$ cat config.mk
export PLATFORM = sky130hd
export DESIGN_NAME = cps_ctrl
export DESIGN_NICKNAME = d
export VERILOG_FILES = /design/src/assert_macros.svh /design/src/cps_pkg.sv /design/src/cps_ctrl.sv
export SDC_FILE = /design/constraint.sdc
export NUM_CORES = 1
export LEC_CHECK = 0
export BUFFER_PORTS_ARGS = -buffer_cell sky130_fd_sc_hd__buf_2
export CAP_MARGIN = 20
export CORE_AREA = 2 2 39 41
export CTS_BUF_LIST = sky130_fd_sc_hd__clkbuf_16
export CTS_CLUSTER_DIAMETER = 80
export DETAILED_ROUTE_END_ITERATION = 16
export DIE_AREA = 0 0 41 43
export SLEW_MARGIN = 5
export SYNTH_ARGS = -nofsm -noshare
export SYNTH_HDL_FRONTEND = slang
export SYNTH_SLANG_ARGS = --single-unit
$ cat constraint.sdc
create_clock -name i_clk -period 4.4 [get_ports i_clk]
set_input_delay 0.22 -clock i_clk [delete_from_list [all_inputs] [get_ports i_clk]]
set_output_delay 0.22 -clock i_clk [all_outputs]
set_load 0.02 [all_outputs]
$ cat src/assert_macros.svh
// ----------------------------------------------------------------------------
// Assertion macros
// Shared concurrent assertion helpers for the plateau selector RTL.
// ----------------------------------------------------------------------------
`ifndef ASSERT_MACROS_SVH
`define ASSERT_MACROS_SVH

`ifndef SYNTHESIS

// Checked while reset is released.
`define CPS_ASSERT(lbl, clk, rstn, prop, msg) \
    lbl: assert property (@(posedge clk) disable iff (!(rstn)) (prop)) else $error(msg);

// Checked at every edge, reset included.
`define CPS_ASSERT_ALWAYS(lbl, clk, prop, msg) \
    lbl: assert property (@(posedge clk) (prop)) else $error(msg);

`else

`define CPS_ASSERT(lbl, clk, rstn, prop, msg)
`define CPS_ASSERT_ALWAYS(lbl, clk, prop, msg)

`endif

`endif

$ cat src/cps_pkg.sv
// ----------------------------------------------------------------------------
// cps_pkg
// Sizes, widths and controller/datapath signal groups of the plateau selector.
// ----------------------------------------------------------------------------
package cps_pkg;

    localparam int MAX_ITEMS = 256;
    localparam int VAL_W     = 32;

    // Item counter must hold MAX_ITEMS itself; an index needs one value less.
    localparam int CNT_W     = $clog2(MAX_ITEMS + 1);
    localparam int IDX_W     = (MAX_ITEMS > 1) ? $clog2(MAX_ITEMS) : 1;

    // Disjoint plateaus of length one are the densest packing: at most half the list.
    localparam int TIE_DEPTH = MAX_ITEMS / 2;
    localparam int TIE_AW    = (TIE_DEPTH > 1) ? $clog2(TIE_DEPTH) : 1;
    localparam int TCNT_W    = $clog2(TIE_DEPTH + 1);

    typedef struct packed {
        logic load;     // an input beat is accepted
        logic close;    // close the open run after the final beat
        logic pos;      // form the read position from the tie store output
        logic capture;  // move the read value into the output register
    } t_cmd;

    typedef struct packed {
        logic out_free; // output register can take a new result
    } t_status;

endpackage

$ cat src/cps_ctrl.sv
// ----------------------------------------------------------------------------
// cps_ctrl
// Sequencer: loads beats, then steps through close, tie read, position, value read
// and result capture.
// ----------------------------------------------------------------------------
module cps_ctrl (
    input  logic              i_clk,
    input  logic              i_rst_n,
    input  logic              i_in_valid,
    input  logic              i_in_last,
    output logic              o_in_ready,
    input  cps_pkg::t_status  i_status,
    output cps_pkg::t_cmd     o_cmd
);

    typedef enum logic [5:0] {
        S_LOAD  = 6'b000001,
        S_CLOSE = 6'b000010,
        S_SEL   = 6'b000100,
        S_TIE   = 6'b001000,
        S_RDV   = 6'b010000,
        S_CAP   = 6'b100000
    } t_state;

    t_state r_state;
    t_state n_state;
    logic   w_load;

    assign o_in_ready = (r_state == S_LOAD);
    assign w_load     = i_in_valid && o_in_ready;

    always_comb begin
        o_cmd         = '0;
        o_cmd.load    = w_load;
        o_cmd.close   = (r_state == S_CLOSE);
        o_cmd.pos     = (r_state == S_TIE);
        o_cmd.capture = (r_state == S_CAP) && i_status.out_free;
    end

    always_comb begin
        n_state = r_state;
        unique case (r_state)
            S_LOAD: begin
                if (w_load && i_in_last) begin
                    n_state = S_CLOSE;
                end
            end
            S_CLOSE: n_state = S_SEL;
            S_SEL:   n_state = S_TIE;
            S_TIE:   n_state = S_RDV;
            S_RDV:   n_state = S_CAP;
            S_CAP: begin
                if (i_status.out_free) begin
                    n_state = S_LOAD;
                end
            end
            default: n_state = S_LOAD;
        endcase
    end

    always_ff @(posedge i_clk) begin
        if (!i_rst_n) begin
            r_state <= S_LOAD;
        end else begin
            r_state <= n_state;
        end
    end

endmodule

* After elaboration in Yosys (flattened, before gate mapping)
Cells that the tools add are included.
** Operators by class
- Multiply operators :: 0
- Add/sub/neg operators :: 0
- Divide/modulo/power cells :: 0
- Shift operators :: 0
- Reduce and logical (&&, ||, !) cells :: 4
- Bitwise logic cells :: 0
- Muxes and demuxes :: 3
- $lt $le $gt $ge :: 0
- Eq/ne operators :: 8
** Operators with widths (count)
- one-hot mux 6 bit (6 select lines) :: 1
- 2-to-1 mux 6 bit :: 2
- == test 6 x 1 -> 1 bit (second input constant) :: 1
- == test 6 x 2 -> 1 bit (second input constant) :: 1
- == test 6 x 3 -> 1 bit (second input constant) :: 1
- == test 6 x 4 -> 1 bit (second input constant) :: 1
- == test 6 x 5 -> 1 bit (second input constant) :: 1
- == test 6 bit (second input constant) :: 1
- logical AND 1 bit :: 3
- inequality test 2 x 1 -> 1 bit (second input constant) :: 1
- inequality test 2 bit (second input constant) :: 1
- AND reduction 2 bit :: 1
** Storage, ports and cells
- Word-level logic and storage cells :: 16
- Latch bits :: 0
- Memories kept :: 0
- Memory bits (read-only) :: 0
- RAM bits :: 0
- Output and inout bits :: 5
- Register bits after elaboration :: 6

* Logic depth before layout (Yosys ltp)
- Depth after elaboration :: 5
- Mapped depth :: 4
- Gate-level depth less buffers :: 4

* Worst setup path after synthesis
No wires, ideal clock.
- Kind :: reg2reg
- From :: register r_state[1]
- To :: register r_state[0]
- Path buffers :: 0
- Arrival :: 1.563 ns
- Path slack :: 2.721 ns
- Stages on the path, launching flop included :: 4
- Clock period less this slack :: 1.679 ns
- Setup time :: 0.116 ns
- Path through :: dfxtp_1 or4_1 or4b_1 a41o_1
** Between the ends
- Word-level cells in the longest chain between the ends :: 5
- Elaborated cells on any way between the ends :: 12
** Ends and longest elaborated chain
- start: declaration :: RTL line cps_ctrl.sv:25 : t_state r_state;
- start signal: assignment :: RTL line cps_ctrl.sv:65 : r_state <= n_state;
- == test 6 x 1 -> 1 bit :: RTL line cps_ctrl.sv:29, cps_ctrl.sv:42
- logical AND 1 bit :: RTL line cps_ctrl.sv:30 : assign w_load = i_in_valid && o_in_ready;
- logical AND 1 bit :: RTL line cps_ctrl.sv:44 : if (w_load && i_in_last) begin
- inequality test 2 x 1 -> 1 bit (no source line)
- AND reduction 2 bit (no source line)
Parallel ways exist; a longest one is shown, timed or not.
A chain may end at the register's enable or synchronous reset.

==> results.yml <==
clock_network:
  htree_levels: 1
  cts.clk_slew.worst_paths_ps: 40
  clk_latency_ps: 230
  cts-resized-gates: 0
  clock_path_buffers: 2
  cts.sinks: 6
  clockRootBuffer: "clkbuf_16"
  cts_setup_buffers: 0
  numCtsBuffers: 3
  cts_hold_buffers: 0
  tritoncts: "yes"
cells_and_area:
  final_common_cell: "buf_2"
  multi_input_area_um2: 191.4
  diodes: 0
  reg_top3: "r_state: 6 flops"
  register_area_um2: 120.1
  final_util_pct: 32.91
  fin_nets: 52
  area_growth_pct: 41.09
  final_cell_mix: "buf_2, dfxtp_1, clkbuf_16"
  top_register: "r_state"
  largest_register_ffs: 6
  fill_cells: 150
  final_layout_size_suffix_gt1_share_pct: 33.33
logic_synthesis:
  synthArstFlopShare_pct: 0
  yosys_warnings: 0
  synth_cells: 34
  synth_top_area_share_pct: 37.21
  synthesis.area_um2: 322.8
  synth_cell_type_count: 26
  syn_nets: 39
  ys_seq_area_share_pct: 37.21
  synth_edf_count: 0
  ys_ff_latch: 6
  netlist.top_cell.by_area: "dfxtp_1"
  syn_area_per_cell_um2: 9.494
  synth_flop_cell: "dfxtp_1"
  yosys-top-cells-area: "dfxtp_1, or4_1, and3_1"
sta:
  fmax_mhz: 553.3
  rsz0062_at_grt: "no"
  layout_min_cycle_time_ps: 1807
  finalSetupTns_ps: 0
  fin_crit_sh_pct: 41.07
  setup_viol: 0
  worstMarginPinSlew_ps: 534.5
  hold_viol: 0
  slew_viol_final: 0
  fin_skew_ps: 2.289
  slew_headroom_pct: 64.06
power:
  pwr_density_cell_mw_per_mm2: 493.8
  power_leakage_nw: 0.2184
  ir_worst_vdd_v: 0.0001587
placement:
  place_hpwl_um: 558.5
  place_congestion: 0.6823
  port-buffer-count: 9
worst_setup_path:
  path_max_fanout: 7
  slowest_delay_ps: 590
  end_kind: "output port"
  crit_chain: "or4_1, nor3b_1, buf_2"
  criticalPathCategory: "reg2out"
  cp-start-kind: "flop"
  crit_path_top_delay_cell: "or4_1"
  crit_arrival_ps: 1590
  cp.required_ps: 4180
route:
  drtIter0Drc: 15
  dr.pass1.iters: 4
  via_per_inst: 5.082
  drc: 0
  vias: 310
  routed_wirelength_um: 778
  routedWlPerCell_um: 12.75
  antenna_left: 0
global_routing:
  grt_max_degree: 9
  overflow: 0
  grt_pass1_vias: 299
  grt_pass1_wl_um: 1304
  antenna_found_initial: 0
  grt.total_usage_pct: 11.07
die:
  dieArea_mm2: 0.001763
  die_y_um: 43
  rows: 14
  start_util_pct: 23.33
  die_w_um: 41
  ios: 10
  coreArea_mm2: 0.001384
min_path:
  min_path_type: "in2reg"
status:
  status: "complete, no violations"
job:
  maxCapViolations: 0
## cell type report
type	instances	area share, %
tap	16	4.396
clock buffer	3	16.48
inverter	1	0.8242
timing repair buffer	9	9.890
multi-input combinational	26	42.03
sequential	6	26.37
## cells in the mapped netlist (2+ instances only)
cell     number
and3_1        2
or4_1         2
dfxtp_1       6
nor4_1        2
## worst max-delay path: cells and delay by family, from the launching register on
kind / cells / cell delay, ps
buf+inv: 1 / 200
flops: 1 / 360
simple gates: 2 / 810
## kinds of logic after synthesis
kind of cell           count (synthesis)  synth area share, %
AO/OA/AOI/OAI                          6                13.95
XOR/XNOR                               1                2.714
buffers and inverters                  2                3.488
flip-flops                             6                37.21
AND/OR/NAND/NOR                       19                42.64
## metrics by stage
step	std cells	setup slack (ps)	cell area, um^2	hold slack [ps]	total power, mW
floorplan	34	2721	322.8	365.9	0.07217
global placement	58	2674	380.4	497.5	0.07716
detailed placement	58	2674	380.4	482.6	0.07737
CTS	61	2594	455.4	258.1	0.2265
global route	61	2541	455.4	276.8	0.2323
finish	61	2593	455.4	253.6	0.2249
## layer usage
layer	global-route usage, %	wire length, um	up-vias
met5	0	0	-
met4	4.000	11	0
met3	4.712	67	2
met2	15.63	357	10
met1	14.56	342	144
li1	-	-	154
## report_power, final
group          switching [mW]  internal (mW)  total (mW)
sequential            0.00212         0.0561      0.0582
clock                  0.0316          0.117       0.148
combinational          0.0101        0.00823      0.0183
## path summary, 6_finish.rpt
check / from / end / slack [ps] / cells after the start
setup / recovery: r_state[5] / o_cmd[1] / 2590 / 3
setup reg to reg: r_state[1] / r_state[0] / 2660 / 3
hold / removal: i_rst_n / r_state[1] / 250 / 2
hold reg to reg: r_state[4] / r_state[4] / 550 / 1
(Power assumes the default switching activity.)
